**src/rtl/holiday_day_colour_unit_macros.svh**
```systemverilog
// ---------------------------------------------------------------------------
// holiday_day_colour_unit_macros.svh - assertion helpers
// Concurrent assertion shorthands; clk_i and rst_ni must be in scope.
// ---------------------------------------------------------------------------
`ifndef HOLIDAY_DAY_COLOUR_UNIT_MACROS_SVH
`define HOLIDAY_DAY_COLOUR_UNIT_MACROS_SVH

// same-cycle implication, disabled while in reset
`define HDC_ASSERT_IMP(lbl, ante, cons, msg) \
  lbl: assert property (@(posedge clk_i) disable iff (!rst_ni) (ante) |-> (cons)) \
    else $error(msg);

// delayed implication, disabled while in reset
`define HDC_ASSERT_LAT5(lbl, ante, cons, msg) \
  lbl: assert property (@(posedge clk_i) disable iff (!rst_ni) (ante) |-> ##5 (cons)) \
    else $error(msg);

`endif

```
**src/rtl/hdc_pkg.sv**
```systemverilog
// ---------------------------------------------------------------------------
// hdc_pkg - holiday day colour package
// Colour codes, calendar tables and constant-divisor helpers.
// ---------------------------------------------------------------------------
package hdc_pkg;

  typedef enum logic [1:0] {
    COL_ERROR = 2'd0,
    COL_BLACK = 2'd1,
    COL_PINK  = 2'd2,
    COL_RED   = 2'd3
  } colour_e;

  localparam logic [11:0] YEAR_MIN = 12'd1980;
  localparam logic [11:0] YEAR_MAX = 12'd2099;

  // weekday codes
  localparam logic [2:0] WD_SUNDAY   = 3'd0;
  localparam logic [2:0] WD_FRIDAY   = 3'd5;
  localparam logic [2:0] WD_SATURDAY = 3'd6;

  // v mod 7 for v < 128: reciprocal estimate, one correction
  function automatic logic [2:0] mod7_7b(input logic [6:0] v);
    logic [12:0] p;
    logic [4:0]  q;
    logic [7:0]  r;
    p = {6'b0, v} * 13'd36;
    q = p[12:8];
    r = {1'b0, v} - ({3'b0, q} * 8'd7);
    if (r >= 8'd7) r = r - 8'd7;
    return r[2:0];
  endfunction

  // v mod 19 for v < 128
  function automatic logic [4:0] mod19_7b(input logic [6:0] v);
    logic [11:0] p;
    logic [2:0]  q;
    logic [7:0]  r;
    p = {5'b0, v} * 12'd26;
    q = p[11:9];
    r = {1'b0, v} - ({5'b0, q} * 8'd19);
    if (r >= 8'd19) r = r - 8'd19;
    return r[4:0];
  endfunction

  // v / 10 for v < 128, exact
  function automatic logic [3:0] div10_7b(input logic [6:0] v);
    logic [14:0] p;
    p = {8'b0, v} * 15'd205;
    return p[14:11];
  endfunction

  function automatic logic [4:0] month_len(input logic [3:0] m);
    logic [4:0] l;
    unique case (m)
      4'd2:                    l = 5'd28;
      4'd4, 4'd6, 4'd9, 4'd11: l = 5'd30;
      default:                 l = 5'd31;
    endcase
    return l;
  endfunction

  // days before the month, non-leap
  function automatic logic [8:0] days_before(input logic [3:0] m);
    logic [8:0] o;
    unique case (m)
      4'd2:    o = 9'd31;
      4'd3:    o = 9'd59;
      4'd4:    o = 9'd90;
      4'd5:    o = 9'd120;
      4'd6:    o = 9'd151;
      4'd7:    o = 9'd181;
      4'd8:    o = 9'd212;
      4'd9:    o = 9'd243;
      4'd10:   o = 9'd273;
      4'd11:   o = 9'd304;
      4'd12:   o = 9'd334;
      default: o = 9'd0;
    endcase
    return o;
  endfunction

  function automatic logic [2:0] decade_corr(input logic [3:0] dec);
    logic [2:0] k;
    unique case (dec)
      4'd1:    k = 3'd5;
      4'd2:    k = 3'd4;
      4'd3:    k = 3'd2;
      4'd4:    k = 3'd1;
      4'd5:    k = 3'd6;
      4'd6:    k = 3'd5;
      4'd7:    k = 3'd3;
      4'd8:    k = 3'd2;
      default: k = 3'd0;
    endcase
    return k;
  endfunction

  // year-digit correction; odd decades use the second row
  function automatic logic [2:0] digit_corr(input logic [3:0] dig, input logic odd);
    logic [2:0] k;
    unique case (dig)
      4'd1:    k = 3'd1;
      4'd2:    k = odd ? 3'd3 : 3'd2;
      4'd3:    k = odd ? 3'd4 : 3'd3;
      4'd4:    k = 3'd5;
      4'd5:    k = 3'd6;
      4'd6:    k = odd ? 3'd1 : 3'd0;
      4'd7:    k = odd ? 3'd2 : 3'd1;
      4'd8:    k = 3'd3;
      4'd9:    k = 3'd4;
      default: k = 3'd0;
    endcase
    return k;
  endfunction

  function automatic logic [2:0] month_corr(input logic [3:0] m, input logic leap);
    logic [2:0] k;
    unique case (m)
      4'd1:    k = leap ? 3'd6 : 3'd0;
      4'd2:    k = leap ? 3'd2 : 3'd3;
      4'd4:    k = 3'd6;
      4'd5:    k = 3'd1;
      4'd6:    k = 3'd4;
      4'd7:    k = 3'd6;
      4'd8:    k = 3'd2;
      4'd9:    k = 3'd5;
      4'd10:   k = 3'd0;
      4'd12:   k = 3'd5;
      default: k = 3'd3;
    endcase
    return k;
  endfunction

  // (19*a + 24) mod 30 for a = year mod 19
  function automatic logic [4:0] gauss_d(input logic [4:0] a);
    logic [4:0] d;
    unique case (a)
      5'd0:    d = 5'd24;
      5'd1:    d = 5'd13;
      5'd2:    d = 5'd2;
      5'd3:    d = 5'd21;
      5'd4:    d = 5'd10;
      5'd5:    d = 5'd29;
      5'd6:    d = 5'd18;
      5'd7:    d = 5'd7;
      5'd8:    d = 5'd26;
      5'd9:    d = 5'd15;
      5'd10:   d = 5'd4;
      5'd11:   d = 5'd23;
      5'd12:   d = 5'd12;
      5'd13:   d = 5'd1;
      5'd14:   d = 5'd20;
      5'd15:   d = 5'd9;
      5'd16:   d = 5'd28;
      5'd17:   d = 5'd17;
      5'd18:   d = 5'd6;
      default: d = 5'd0;
    endcase
    return d;
  endfunction

endpackage

```
**src/rtl/hdc_easter.sv**
```systemverilog
// ---------------------------------------------------------------------------
// hdc_easter - Easter Sunday day number
// Two-stage Gauss computation; day number is non-leap, counted from Jan 1 = 1.
// ---------------------------------------------------------------------------
module hdc_easter (
  input  logic       clk_i,
  input  logic [4:0] a_i,    // year mod 19
  input  logic [1:0] b_i,    // year mod 4
  input  logic [2:0] c_i,    // year mod 7
  output logic [7:0] eo_o
);

  logic [4:0] dd_d, dd_q;
  logic [2:0] dd7_d, dd7_q;
  logic [1:0] b_q;
  logic [2:0] c_q;
  logic       a_hi_d, a_hi_q;

  logic [6:0] esum;
  logic [2:0] e;
  logic [7:0] eo_d, eo_q;

  // stage 1: table lookup
  assign dd_d   = hdc_pkg::gauss_d(a_i);
  assign dd7_d  = hdc_pkg::mod7_7b({2'b0, dd_d});
  assign a_hi_d = (a_i > 5'd10);

  always_ff @(posedge clk_i) begin
    dd_q   <= dd_d;
    dd7_q  <= dd7_d;
    b_q    <= b_i;
    c_q    <= c_i;
    a_hi_q <= a_hi_d;
  end

  // stage 2: e = (2b + 4c + 6d + 5) mod 7, then March 22 + d + e
  assign esum = {4'b0, b_q, 1'b0} + {2'b0, c_q, 2'b0} +
                ({4'b0, dd7_q} * 7'd6) + 7'd5;
  assign e    = hdc_pkg::mod7_7b(esum);

  always_comb begin
    eo_d = 8'd81 + {3'b0, dd_q} + {5'b0, e};
    if (dd_q == 5'd29 && e == 3'd6) eo_d = 8'd109;                // Apr 19
    if (dd_q == 5'd28 && e == 3'd6 && a_hi_q) eo_d = 8'd108;      // Apr 18
  end

  always_ff @(posedge clk_i) begin
    eo_q <= eo_d;
  end

  assign eo_o = eo_q;

endmodule

```
**src/rtl/holiday_day_colour_unit.sv**
```systemverilog
// ---------------------------------------------------------------------------
// holiday_day_colour_unit - Swedish calendar day colour
// Classifies a date as error, black, pink (eve / Saturday) or red.
// ---------------------------------------------------------------------------
// A date beat is taken on every cycle with start_i high (busy_o is never
// raised). Its colour is on colour_o with valid_o high for one cycle only,
// after the beat has passed through the five register stages. The receiver
// cannot stall, so nothing is buffered: one beat in per cycle, one beat out
// per cycle, in order. The stages are:
//   S1 range checks, year offset, day-of-year
//   S2 decade/digit split, year mod 19 / mod 7, month correction
//   S3 weekday sum mod 7; Easter table lookup
//   S4 Easter day number (Gauss)
//   S5 rule priority and output register
// Years outside 1980..2099, months outside 1..12 and day 0 or past month end
// give the error colour. Leap years are every fourth year.
// ---------------------------------------------------------------------------
`include "holiday_day_colour_unit_macros.svh"

module holiday_day_colour_unit (
  input  logic        clk_i,
  input  logic        rst_ni,
  input  logic        start_i,
  output logic        busy_o,
  input  logic [11:0] year_i,
  input  logic [3:0]  month_i,
  input  logic [4:0]  day_of_month_i,
  output logic        valid_o,
  output logic [1:0]  colour_o
);

  // ---------------- valid chain ----------------
  logic s1_vld_q, s2_vld_q, s3_vld_q, s4_vld_q, out_vld_q;

  always_ff @(posedge clk_i or negedge rst_ni) begin
    if (!rst_ni) begin
      s1_vld_q  <= 1'b0;
      s2_vld_q  <= 1'b0;
      s3_vld_q  <= 1'b0;
      s4_vld_q  <= 1'b0;
      out_vld_q <= 1'b0;
    end else begin
      s1_vld_q  <= start_i;
      s2_vld_q  <= s1_vld_q;
      s3_vld_q  <= s2_vld_q;
      s4_vld_q  <= s3_vld_q;
      out_vld_q <= s4_vld_q;
    end
  end

  // ---------------- S1 ----------------
  logic        year_ok, month_ok, day_ok, leap;
  logic [4:0]  mlen;
  logic [11:0] off_full;
  logic [6:0]  off, rem;
  logic        cent;
  logic [8:0]  oday;

  assign year_ok  = (year_i >= hdc_pkg::YEAR_MIN) && (year_i <= hdc_pkg::YEAR_MAX);
  assign month_ok = (month_i >= 4'd1) && (month_i <= 4'd12);
  assign leap     = (year_i[1:0] == 2'b00);
  assign mlen     = (month_i == 4'd2 && leap) ? 5'd29 : hdc_pkg::month_len(month_i);
  assign day_ok   = (day_of_month_i != 5'd0) && (day_of_month_i <= mlen);
  assign off_full = year_i - hdc_pkg::YEAR_MIN;
  assign off      = off_full[6:0];
  assign cent     = (off >= 7'd20);                    // 2000 and later
  assign rem      = cent ? (off - 7'd20) : (off + 7'd80); // two-digit year
  assign oday     = hdc_pkg::days_before(month_i) + {4'b0, day_of_month_i};

  logic       s1_err_q, s1_leap_q, s1_cent_q;
  logic [6:0] s1_off_q, s1_rem_q;
  logic [3:0] s1_m_q;
  logic [4:0] s1_d_q;
  logic [8:0] s1_oday_q;
  logic [1:0] s1_b_q;

  always_ff @(posedge clk_i) begin
    s1_err_q  <= !(year_ok && month_ok && day_ok);
    s1_leap_q <= leap;
    s1_cent_q <= cent;
    s1_off_q  <= off;
    s1_rem_q  <= rem;
    s1_m_q    <= month_i;
    s1_d_q    <= day_of_month_i;
    s1_oday_q <= oday;
    s1_b_q    <= year_i[1:0];
  end

  // ---------------- S2 ----------------
  logic [3:0] dec, dig;
  logic [7:0] dig_full;

  assign dec      = hdc_pkg::div10_7b(s1_rem_q);
  assign dig_full = {1'b0, s1_rem_q} - ({4'b0, dec} * 8'd10);
  assign dig      = dig_full[3:0];

  logic       s2_err_q, s2_cent_q;
  logic [2:0] s2_kdec_q, s2_kdig_q, s2_km_q;
  logic [3:0] s2_m_q;
  logic [4:0] s2_d_q;
  logic [8:0] s2_oday_q;
  logic [4:0] s2_a_q;
  logic [1:0] s2_b_q;
  logic [2:0] s2_c_q;

  // 1980 mod 19 = 4, 1980 mod 7 = 6
  always_ff @(posedge clk_i) begin
    s2_err_q  <= s1_err_q;
    s2_cent_q <= s1_cent_q;
    s2_kdec_q <= hdc_pkg::decade_corr(dec);
    s2_kdig_q <= hdc_pkg::digit_corr(dig, dec[0]);
    s2_km_q   <= hdc_pkg::month_corr(s1_m_q, s1_leap_q);
    s2_m_q    <= s1_m_q;
    s2_d_q    <= s1_d_q;
    s2_oday_q <= s1_oday_q;
    s2_a_q    <= hdc_pkg::mod19_7b(s1_off_q + 7'd4);
    s2_b_q    <= s1_b_q;
    s2_c_q    <= hdc_pkg::mod7_7b(s1_off_q + 7'd6);
  end

  // ---------------- S3 / S4 ----------------
  logic [6:0] wd_sum;
  assign wd_sum = (s2_cent_q ? 7'd6 : 7'd0) + {4'b0, s2_kdec_q} + {4'b0, s2_kdig_q} +
                  {4'b0, s2_km_q} + {2'b0, s2_d_q};

  logic       s3_err_q, s4_err_q;
  logic [2:0] s3_wd_q, s4_wd_q;
  logic [3:0] s3_m_q, s4_m_q;
  logic [4:0] s3_d_q, s4_d_q;
  logic [8:0] s3_oday_q, s4_oday_q;

  always_ff @(posedge clk_i) begin
    s3_err_q  <= s2_err_q;
    s3_wd_q   <= hdc_pkg::mod7_7b(wd_sum);
    s3_m_q    <= s2_m_q;
    s3_d_q    <= s2_d_q;
    s3_oday_q <= s2_oday_q;
    s4_err_q  <= s3_err_q;
    s4_wd_q   <= s3_wd_q;
    s4_m_q    <= s3_m_q;
    s4_d_q    <= s3_d_q;
    s4_oday_q <= s3_oday_q;
  end

  // Easter day number lands in step with the S4 registers
  logic [7:0] eo;

  hdc_easter u_easter (
    .clk_i (clk_i),
    .a_i   (s2_a_q),
    .b_i   (s2_b_q),
    .c_i   (s2_c_q),
    .eo_o  (eo)
  );

  // ---------------- S5: rule priority ----------------
  logic [9:0] o10, e10;
  assign o10 = {1'b0, s4_oday_q};
  assign e10 = {2'b0, eo};

  logic is_sun, is_fri, is_sat;
  assign is_sun = (s4_wd_q == hdc_pkg::WD_SUNDAY);
  assign is_fri = (s4_wd_q == hdc_pkg::WD_FRIDAY);
  assign is_sat = (s4_wd_q == hdc_pkg::WD_SATURDAY);

  hdc_pkg::colour_e col_d, col_q;

  always_comb begin
    col_d = is_sat ? hdc_pkg::COL_PINK : hdc_pkg::COL_BLACK;
    // Easter-linked days, March to June only
    if (s4_m_q >= 4'd3 && s4_m_q <= 4'd6) begin
      if      (o10 == e10 + 10'd1)  col_d = hdc_pkg::COL_RED;   // Easter Monday
      else if (o10 + 10'd1 == e10)  col_d = hdc_pkg::COL_PINK;  // Easter Eve
      else if (o10 + 10'd2 == e10)  col_d = hdc_pkg::COL_RED;   // Good Friday
      else if (o10 + 10'd3 == e10)  col_d = hdc_pkg::COL_PINK;  // Maundy Thursday
      else if (o10 == e10 + 10'd39) col_d = hdc_pkg::COL_RED;   // Ascension
      else if (o10 == e10 + 10'd38) col_d = hdc_pkg::COL_PINK;
      else if (o10 == e10 + 10'd48) col_d = hdc_pkg::COL_PINK;  // Whitsun eve
      else if (o10 == e10 + 10'd50) col_d = hdc_pkg::COL_RED;
    end
    // All Saints window
    if (s4_m_q == 4'd11 && s4_d_q <= 5'd6 && is_sat)  col_d = hdc_pkg::COL_RED;
    if (s4_m_q == 4'd11 && s4_d_q <= 5'd5 && is_fri)  col_d = hdc_pkg::COL_PINK;
    if (s4_m_q == 4'd10 && s4_d_q >= 5'd31 && is_sat) col_d = hdc_pkg::COL_RED;
    if (s4_m_q == 4'd10 && s4_d_q >= 5'd30 && is_fri) col_d = hdc_pkg::COL_PINK;
    // Midsummer window
    if (s4_m_q == 4'd6 && s4_d_q >= 5'd20 && s4_d_q <= 5'd26 && is_sat)
      col_d = hdc_pkg::COL_RED;
    if (s4_m_q == 4'd6 && s4_d_q >= 5'd19 && s4_d_q <= 5'd25 && is_fri)
      col_d = hdc_pkg::COL_PINK;
    // fixed dates
    if (s4_m_q == 4'd12 && s4_d_q == 5'd31) col_d = hdc_pkg::COL_PINK;
    if (s4_m_q == 4'd12 && (s4_d_q == 5'd25 || s4_d_q == 5'd26)) col_d = hdc_pkg::COL_RED;
    if (s4_m_q == 4'd12 && s4_d_q == 5'd24) col_d = hdc_pkg::COL_PINK;
    if (s4_m_q == 4'd5  && s4_d_q == 5'd1)  col_d = hdc_pkg::COL_RED;
    if (s4_m_q == 4'd4  && s4_d_q == 5'd30) col_d = hdc_pkg::COL_PINK;
    if (s4_m_q == 4'd1  && s4_d_q == 5'd6)  col_d = hdc_pkg::COL_RED;
    if (s4_m_q == 4'd1  && s4_d_q == 5'd5)  col_d = hdc_pkg::COL_PINK;
    if (s4_m_q == 4'd1  && s4_d_q == 5'd1)  col_d = hdc_pkg::COL_RED;
    // highest priority last
    if (is_sun)   col_d = hdc_pkg::COL_RED;
    if (s4_err_q) col_d = hdc_pkg::COL_ERROR;
  end

  always_ff @(posedge clk_i) begin
    col_q <= col_d;
  end

  assign busy_o   = 1'b0;
  assign valid_o  = out_vld_q;
  assign colour_o = col_q;

  // ---------------- assertions ----------------
  // any in-range January date with a nonzero day is a real date
  logic jan_date_in;
  assign jan_date_in = start_i && year_ok && (month_i == 4'd1) && (day_of_month_i != 5'd0);

  `HDC_ASSERT_LAT5(a_lat_fwd, start_i && !busy_o, valid_o, "date beat lost in pipeline")
  `HDC_ASSERT_IMP(a_lat_bwd, valid_o, $past(start_i, 5), "result beat without a date")
  `HDC_ASSERT_LAT5(a_jan_ok, jan_date_in, colour_o != hdc_pkg::COL_ERROR, "January date flagged")
  `HDC_ASSERT_LAT5(a_bad_month, start_i && month_i == 4'd0, colour_o == hdc_pkg::COL_ERROR, "month zero not flagged")

endmodule
```
**config.mk**
```make
export PLATFORM = sky130hd
export DESIGN_NAME = holiday_day_colour_unit
export DESIGN_NICKNAME = d
export VERILOG_FILES = /design/src/rtl/hdc_pkg.sv /design/src/rtl/hdc_easter.sv /design/src/rtl/holiday_day_colour_unit.sv
export VERILOG_INCLUDE_DIRS = /design/src /design/src/rtl
export SDC_FILE = /design/constraint.sdc
export NUM_CORES = 1
export LEC_CHECK = 0
export BUFFER_PORTS_ARGS = -buffer_cell sky130_fd_sc_hd__clkbuf_2
export CAP_MARGIN = 20
export CORE_UTILIZATION = 60
export CTS_CLUSTER_DIAMETER = 30
export DETAILED_ROUTE_END_ITERATION = 8
export PLACE_DENSITY = 0.77
export SYNTH_ARGS = -nofsm -noshare
export SYNTH_HDL_FRONTEND = slang
export SYNTH_SLANG_ARGS = --single-unit
```
**constraint.sdc**
```tcl
create_clock -name clk_i -period 8.63 [get_ports clk_i]
set_input_delay 0.4315 -clock clk_i [delete_from_list [all_inputs] [get_ports clk_i]]
set_output_delay 0.4315 -clock clk_i [all_outputs]
set_load 0.01 [all_outputs]
```
==> results.md, run 1 <==
| Group | Metric | Reported |
|:---|:---|:---|
| sta | Final worst-path cycle share | 89.06% |
| place | Routability Congestion | 0.9148 |
| cells and area | Number of nets in the layout | 1,577 |
| sta | Fin worst setup slack | 0.9438 ns |
| cells and area | Core utilization of the finished layout | 66.89% |
| floorplanning | Total number of placement rows | 50 |
| grt | Wire length of the first global-routing pass | 38,080 um |
| sta | Maximum operating frequency | 130.1 MHz |
| route | Amount of wire on met2 after detailed routing | 10,930 um |
| sta | Skew final | 0.01126 ns |
| grt | Number of antenna violations at the first check in global routing | 0 |
| synth | Number of enable flip-flop cells after synthesis | 0 |
| place | Detailed Place HPWL | 16,710 um |
| job | # Max-Cap Violations | 0 |
| setup path | Most prevalent standard cell on the critical path | sky130_fd_sc_hd__ha_1 |
| setup path | Critical Path End Type | flip-flop |
| floorplanning | Initial core utilization | 61.63% |
| synth | Warnings from Yosys | 0 |
| cells and area | Fill cell instance count of the final layout | 1,524 |
| synth | Gate count after technology mapping | 1,278 |
| grt | Via count of the first global-routing pass | 8,511 |
| setup path | Element type at the critical path start | flip-flop |
| setup path | Kind of critical path | reg2reg |
| grt | Pin count of the biggest net entering global routing | 22 |
| clock network | CTS clk-pin slew, worst paths | 0.06 ns |
| floorplanning | Die H | 141.3 um |
| synth | Post-synthesis instance area | 11,640 um2 |
| cells and area | Share of layout cells above drive strength 1 | 6.626% |
| clock network | Buffer cell driving the clock tree root | sky130_fd_sc_hd__clkbuf_16 |
| cells and area | Most common cell after layout, fill and taps aside | sky130_fd_sc_hd__ha_1 |
| clock network | TritonCTS buffer count | 17 |
| floorplanning | Area enclosed by the die boundary | 19,970 um2 |
| sta | Final setup viols | 0 |
| route | Total Routed Length | 21,560 um |
| sta | Post-layout minimum cycle time | 7.686 ns |
| cells and area | Number of antenna repair diodes | 0 |
| floorplanning | Std-Cell Core Area | 18,890 um2 |
| status | Result of the run | complete, no violations |
| worst hold path | Hold crit path type | in2reg |
| grt | Global router's overall resource usage | 23.37% |
| route | Iter 0 DRT Violations | 468 |
| sta | Count of endpoints failing hold in the final timing report | 0 |
| setup path | Largest fanout on the critical path | 6 |
| place | Worst slack at placement | 0.9931 ns |
| sta | Unrepaired setup endpoints after global routing | false |
| clock network | Number of sinks handled by clock tree synthesis | 148 |
| setup path | Critical path data arrival time | 8.00 ns |
| sta | Final Max Slew Viols | 0 |
| route | Highest routed layer | met4 |
| floorplanning | Ports | 28 |
| setup path | Standard cell with the maximum stage delay on the critical path | sky130_fd_sc_hd__fa_1 |
| clock network | Clock tree from TritonCTS | yes |
| floorplanning | Chip width | 141.3 um |
| clock network | Clock latency at the later pin of the worst-skew pair | 0.43 ns |
| route | DRC violations left | 0 |
| sta | Slew Limit Headroom | 37.65% |
| place | Quantity of I/O buffers inserted on ports | 26 |
| route | Number of routed nets with antenna violations | 0 |
| route | Vias per cell | 5.384 |
| synth | Share of the yosys chip area belonging to registers | 25.66% |
| sta | Sum of negative setup slack | 0 ns |
| synth | Fraction of registers with async set or reset after synthesis | 3.378% |
| setup path | Data required time of the worst path | 8.94 ns |
| clock network | Number of buffers inserted by post-CTS setup repair | 0 |
| route | Vias after detailed routing | 8,469 |
| clock network | H-tree depth reported by CTS | 4 |
| route | Average wire length per cell after detail routing | 13.70 um |
| synth | Register bit count reported by yosys | 148 |
| sta | Worst hold slack across all endpoints | 0.1195 ns |
| setup path | CP peak stage delay | 0.50 ns |
| synth | Mapped Nets | 1,555 |
| clock network | Buffer depth of the longest clock path | 2 |
| route | Number of search-and-repair iterations in the first detailed-routing pass | 5 |
| cells and area | Commonest non-fill, non-tap cells in the layout | sky130_fd_sc_hd__ha_1, sky130_fd_sc_hd__inv_1, sky130_fd_sc_hd__dfxtp_1 |
| cells and area | Area added between synthesis and finish | 8.543% |
| route | Met1 layer wirelength in the final routing | 9735 um |
| sta | Actual transition at the worst max-transition pin | 0.9321 ns |
| synth | Predominant post-synthesis flop cell | sky130_fd_sc_hd__dfxtp_1 |
| grt | Overflow left after global routing | 0 |
| route | Met3 Routed Length | 606 um |
| synth | Mean area per synthesized cell | 9.111 um2 |
| synth | Distinct cells, synth | 75 |
==> synth_stat cells (8+ instances only) <==
library cell	n	area [um2]
sky130_fd_sc_hd__a21o_1	22	165.2
sky130_fd_sc_hd__a21oi_1	59	295.3
sky130_fd_sc_hd__a31oi_1	11	68.82
sky130_fd_sc_hd__and3_1	9	56.30
sky130_fd_sc_hd__clkbuf_1	18	67.56
sky130_fd_sc_hd__dfxtp_1	143	2863
sky130_fd_sc_hd__fa_1	46	920.9
sky130_fd_sc_hd__ha_1	207	2590
sky130_fd_sc_hd__inv_1	183	686.9
sky130_fd_sc_hd__mux2_2	9	101.4
sky130_fd_sc_hd__mux2i_1	12	120.1
sky130_fd_sc_hd__nand2_1	49	183.9
sky130_fd_sc_hd__nand2b_1	14	87.58
sky130_fd_sc_hd__nand3_1	20	100.1
sky130_fd_sc_hd__nand4_1	12	75.07
sky130_fd_sc_hd__nor2_1	74	277.8
sky130_fd_sc_hd__nor2b_1	24	150.1
sky130_fd_sc_hd__nor3_1	27	135.1
sky130_fd_sc_hd__nor3b_1	8	60.06
sky130_fd_sc_hd__nor4_1	9	56.30
sky130_fd_sc_hd__o21ai_0	57	285.3
sky130_fd_sc_hd__o21bai_1	9	67.56
sky130_fd_sc_hd__xnor2_1	86	753.2
sky130_fd_sc_hd__xor2_1	43	376.6
==> worst max-delay path, delay by kind of cell (launching register included) <==
| kind | cells | cell delay [ns] |
|---|---|---|
| flops | 1 | 0.37 |
| buf+inv | 2 | 0.09 |
| compound gates | 9 | 1.78 |
| xor+xnor | 5 | 0.97 |
| simple gates | 5 | 0.70 |
| fa+ha+maj | 11 | 3.66 |
==> what timing repair did <==
action / 4_1_cts / 5_1_grt
setup endpoints to repair: 0 / 0
hold buffers: 1 / 0
resized for setup: 0 / 0
hold endpoints to repair: 5 / 0
==> worst paths after layout <==
path                                          endpoint  cells after the start  slack (ns)                       from
min reg2reg                          s4_d_q[1]$_DFF_P_                      0        0.33          s3_d_q[1]$_DFF_P_
max reg2reg                u_easter.eo_o[4]$_SDFF_PP0_                     32        0.94  u_easter.dd7_q[1]$_DFF_P_
min in group asynchronous            valid_o$_DFF_PN0_                      2        0.35                     rst_ni
max in group asynchronous           s2_vld_q$_DFF_PN0_                      2        8.15                     rst_ni
max                        u_easter.eo_o[4]$_SDFF_PP0_                     32        0.94  u_easter.dd7_q[1]$_DFF_P_
min                                 s1_vld_q$_DFF_PN0_                      1        0.12                    start_i
==> sequential cells by signal, indices dropped and copies added (netlist names), 4 cells and up <==
| signal | flops |
|---|---|
| s3_oday_q | 9 |
| s3_d_q | 5 |
| s1_oday_q | 9 |
| s4_d_q | 5 |
| u_easter.dd_d | 5 |
| s3_m_q | 4 |
| u_easter.eo_o | 6 |
| s2_d_q | 5 |
| s2_oday_q | 9 |
| s2_a_q | 5 |
| s4_oday_q | 9 |
| s2_m_q | 4 |
| u_easter.dd_q | 5 |
| s1_rem_q | 6 |
| s4_m_q | 4 |
| s1_m_q | 4 |
| s1_off_q | 5 |
| s1_d_q | 5 |
==> per-stage QoR <==
| stage | cells | cell area (um2) |
|---|---|---|
| floorplan | 1278 | 11640 |
| global placement | 1540 | 12010 |
| detailed placement | 1540 | 12010 |
| CTS | 1573 | 12640 |
| global route | 1573 | 12640 |
| finish | 1573 | 12640 |
==> final cells by class <==
cell class / instances / area [um2] / area share [%]
flip-flops and latches: 148 / 2988 / 23.64
well taps: 260 / 325.3 / 2.574
clock inverters: 15 / 197.7 / 1.564
inverters: 184 / 690.7 / 5.465
repair buffers: 28 / 147.6 / 1.168
clock buffers: 17 / 425.4 / 3.366
multi-input cells: 921 / 7864 / 62.22
==> logic make-up after synthesis <==
logic type / count (synthesis) / share of synthesized area, %
xor gates and xnor gates: 129 / 9.703
muxes: 23 / 2.192
and+or+nand+nor: 281 / 12.30
adders and majority gates: 253 / 30.15
other: 1 / 0.03221
AOI/OAI and AO/OA: 234 / 13.15
buffers and inverters: 209 / 6.802
DFF: 148 / 25.66
==> routing by layer <==
metal,track usage [%],up-vias
met1,28.23,3937
met5,0,-
met4,6.579,0
met3,3.409,22
met2,42.97,125
li1,-,4385
Power of run 1 is left out: the tool's default activity adds up to more than one toggle a clock period on the data nets, which glitch-free logic cannot reach.
==> run 2: changes to the inputs <==
--- a/config.mk
+++ b/config.mk
@@ -8,10 +8,10 @@
 export LEC_CHECK = 0
 export BUFFER_PORTS_ARGS = -buffer_cell sky130_fd_sc_hd__clkbuf_2
 export CAP_MARGIN = 20
-export CORE_UTILIZATION = 60
+export CORE_UTILIZATION = 55
 export CTS_CLUSTER_DIAMETER = 30
 export DETAILED_ROUTE_END_ITERATION = 8
-export PLACE_DENSITY = 0.77
+export PLACE_DENSITY = 0.71
 export SYNTH_ARGS = -nofsm -noshare
 export SYNTH_HDL_FRONTEND = slang
 export SYNTH_SLANG_ARGS = --single-unit
==> run 2 against run 1 <==
  * Hold slack lost 0.0037 ns
  * Worst setup slack gained 0.070 ns
  * Register-to-register slack gained 0.07 ns
  * Clock skew shrank 0.0025 ns
  * Core utilization shrank 5.1 points
  * Highest routed layer is now met5
==> results.md, run 2 (synthesis gave the netlist of run 1 again) <==
| Group | Metric | Reported | Delta |
|:---|:---|:---|:---|
| status | Result of the run | complete, no violations | unchanged |
| setup path | Most prevalent standard cell on the critical path | sky130_fd_sc_hd__ha_1 | unchanged |
| setup path | Kind of cell with the highest combined delay on the critical path | adder cells | unchanged |
| clock network | CTS clk-pin slew, worst paths | 0.06 ns | about the same |
| setup path | Kind of critical path | reg2reg | unchanged |
| clock network | H-tree depth reported by CTS | 4 | unchanged |
| clock network | Number of sinks handled by clock tree synthesis | 148 | unchanged |
| setup path | Crit path launch | u_easter.dd7_q[1]$_DFF_P_ | unchanged |
| clock network | Number of buffers inserted by post-CTS setup repair | 0 | unchanged |
| clock network | Number of hold buffers added after cts | 1 | unchanged |
| setup path | Instance count on the critical path | 31 | was 32 |
| setup path | Number of buffers and inverters on the critical path | 2 | unchanged |
| sta | Skew final | 0.008763 ns | was 0.01126 ns |
| place | Detailed Place HPWL | 16,370 um | was 16,710 um |
| sta | Final worst-path cycle share | 88.25% | was 89.06% |
| sta | Sum of negative setup slack | 0 ns | unchanged |
| setup path | Critical Path End Type | flip-flop | unchanged |
| sta | Maximum operating frequency | 131.3 MHz | was 130.1 MHz |
| grt | Via count of the first global-routing pass | 8,254 | was 8,511 |
| setup path | Reg-to-Reg End | u_easter.eo_o[4]$_SDFF_PP0_ | unchanged |
| floorplanning | Total number of placement rows | 52 | was 50 |
| setup path | Element type at the critical path start | flip-flop | unchanged |
| setup path | Largest fanout on the critical path | 6 | unchanged |
| cells and area | Fin area | 12,660 um2 | was 12,640 um2 |
| setup path | Data required time of the worst path | 8.93 ns | was 8.94 ns |
| clock network | Clock latency at the later pin of the worst-skew pair | 0.42 ns | was 0.43 ns |
| route | Number of search-and-repair iterations in the first detailed-routing pass | 6 | was 5 |
| sta | Post-layout minimum cycle time | 7.616 ns | was 7.686 ns |
| route | Vias after detailed routing | 8,433 | was 8,469 |
| setup path | Startpoint of the lowest-slack register-to-register path | u_easter.dd7_q[1]$_DFF_P_ | unchanged |
| setup path | Register-to-register setup slack | 1.01 ns | was 0.94 ns |
| floorplanning | Area enclosed by the die boundary | 21,760 um2 | was 19,970 um2 |
| setup path | Standard cell with the maximum stage delay on the critical path | sky130_fd_sc_hd__fa_1 | unchanged |
| cells and area | Fill cell instance count of the final layout | 1,748 | was 1,524 |
| sta | Final Max Slew Viols | 0 | unchanged |
| route | Iter 0 DRT Violations | 318 | was 468 |
| sta | Fin worst setup slack | 1.014 ns | was 0.9438 ns |
| setup path | CP peak stage delay | 0.49 ns | was 0.50 ns |
| sta | Unrepaired setup endpoints after global routing | false | unchanged |
| clock network | Buffer depth of the longest clock path | 2 | unchanged |
| sta | Final setup viols | 0 | unchanged |
| grt | Overflow left after global routing | 0 | unchanged |
| route | Average wire length per cell after detail routing | 13.01 um | was 13.70 um |
| route | Number of routed nets with antenna violations | 0 | unchanged |
| grt | Pin count of the biggest net entering global routing | 22 | unchanged |
| clock network | Buffer cell driving the clock tree root | sky130_fd_sc_hd__clkbuf_16 | unchanged |
| floorplanning | Std-Cell Core Area | 20,490 um2 | was 18,890 um2 |
| floorplanning | Die H | 147.5 um | was 141.3 um |
| cells and area | Number of nets in the layout | 1,579 | was 1,577 |
| sta | Slew Limit Headroom | 43.65% | was 37.65% |
| setup path | Critical path data arrival time | 7.92 ns | was 8.00 ns |
| grt | Number of antenna violations at the first check in global routing | 1 | was 0 |
| cells and area | Share of layout cells above drive strength 1 | 6.768% | was 6.626% |
| floorplanning | Initial core utilization | 56.81% | was 61.63% |
| route | DRC violations left | 0 | unchanged |
| worst hold path | Hold crit path type | in2reg | unchanged |
| sta | Actual transition at the worst max-transition pin | 0.8440 ns | was 0.9321 ns |
| cells and area | Most common cell after layout, fill and taps aside | sky130_fd_sc_hd__ha_1 | unchanged |
| route | Vias per cell | 5.321 | was 5.384 |
| grt | Global router's overall resource usage | 20.50% | was 23.37% |
| cells and area | Commonest non-fill, non-tap cells in the layout | sky130_fd_sc_hd__ha_1, sky130_fd_sc_hd__inv_1, sky130_fd_sc_hd__dfxtp_1 | unchanged |
| clock network | Total of cells resized after clock tree synthesis | 0 | unchanged |
| setup path | Cell count of the worst reg-to-reg path | 31 | was 32 |
| place | Worst slack at placement | 0.9851 ns | was 0.9931 ns |
| place | Cell area after placement | 12,030 um2 | was 12,010 um2 |
| clock network | Clock tree from TritonCTS | yes | unchanged |
| floorplanning | Ports | 28 | unchanged |
| route | Total Routed Length | 20,620 um | was 21,560 um |
| grt | Wire length of the first global-routing pass | 36,800 um | was 38,080 um |
| place | Quantity of I/O buffers inserted on ports | 26 | unchanged |
| place | Routability Congestion | 0.9111 | was 0.9148 |
| job | # Max-Cap Violations | 0 | unchanged |
| cells and area | Area added between synthesis and finish | 8.725% | was 8.543% |
| cells and area | Non-filler instance count after layout | 1,585 | was 1,573 |
| sta | Count of endpoints failing hold in the final timing report | 0 | unchanged |
| setup path | Capture point of the worst path | u_easter.eo_o[4]$_SDFF_PP0_ | unchanged |
| floorplanning | Chip width | 147.5 um | was 141.3 um |
| cells and area | Number of antenna repair diodes | 0 | unchanged |
| place | Count of placed standard cells including taps | 1,552 | was 1,540 |
| clock network | TritonCTS buffer count | 17 | unchanged |
[run 2: cell types whose count changed in the layout (fill, tap and decap cells not counted), sizes merged]
| cell | previous run | this run |
|---|---|---|
| clkinvlp | 1 | 0 |
| clkbuf | 43 | 44 |
| buf | 1 | 3 |
[run 2: per-layer routing]
metal  vias to the layer above  track usage (%)  wire length (um)
met1                      3881            25.54              9653
met4                         2            7.113               382
met5                         -                0                13
li1                       4385                -                 -
met2                       133            35.66              9887
met3                        32            3.488               678
[run 2: worst min-delay path by stage]
stage / startpoint / to / slack [ns] / cells after the start
global route: start_i / s1_vld_q$_DFF_PN0_ / 0.1 / 1
finish: start_i / s1_vld_q$_DFF_PN0_ / 0.12 / 1
floorplan: rst_ni / s1_vld_q$_DFF_PN0_ / 0.14 / 0
CTS: start_i / s1_vld_q$_DFF_PN0_ / 0.1 / 1
global placement: rst_ni / valid_o$_DFF_PN0_ / 0.25 / 1
detailed placement: rst_ni / valid_o$_DFF_PN0_ / 0.25 / 1
[run 2: cell type report]
cell class                 instances  area, um2  share of cell area (%)
clock buffer                      18      439.2                   3.469
clock inverter                    14      177.7                   1.403
inverter                         184      690.7                   5.456
multi-input combinational        921       7864                   62.12
sequential                       148       2988                   23.60
tap                              270      337.8                   2.669
timing repair buffer              30      162.7                   1.285
[run 2: through the flow]
step | hold slack [ns] | utilization, %
3_3_place_gp | 0.2473 | 58.71
4_1_cts | 0.09889 | 61.77
6_report | 0.1158 | 61.77
5_1_grt | 0.09522 | 61.77
2_1_floorplan | 0.1359 | -
3_5_place_dp | 0.2514 | 58.71
[run 2: worst register-to-register path: cells and delay by family (launching register included)]
family | cells | cell delay (ns)
buffers and inverters | 2 | 0.10
AO/OA/AOI/OAI | 7 | 1.47
AND/OR/NAND/NOR | 6 | 1.04
flip-flops | 1 | 0.36
XOR/XNOR | 5 | 0.90
adder cells (fa/ha/maj) | 11 | 3.63
Power of run 2 is left out for the same reason.
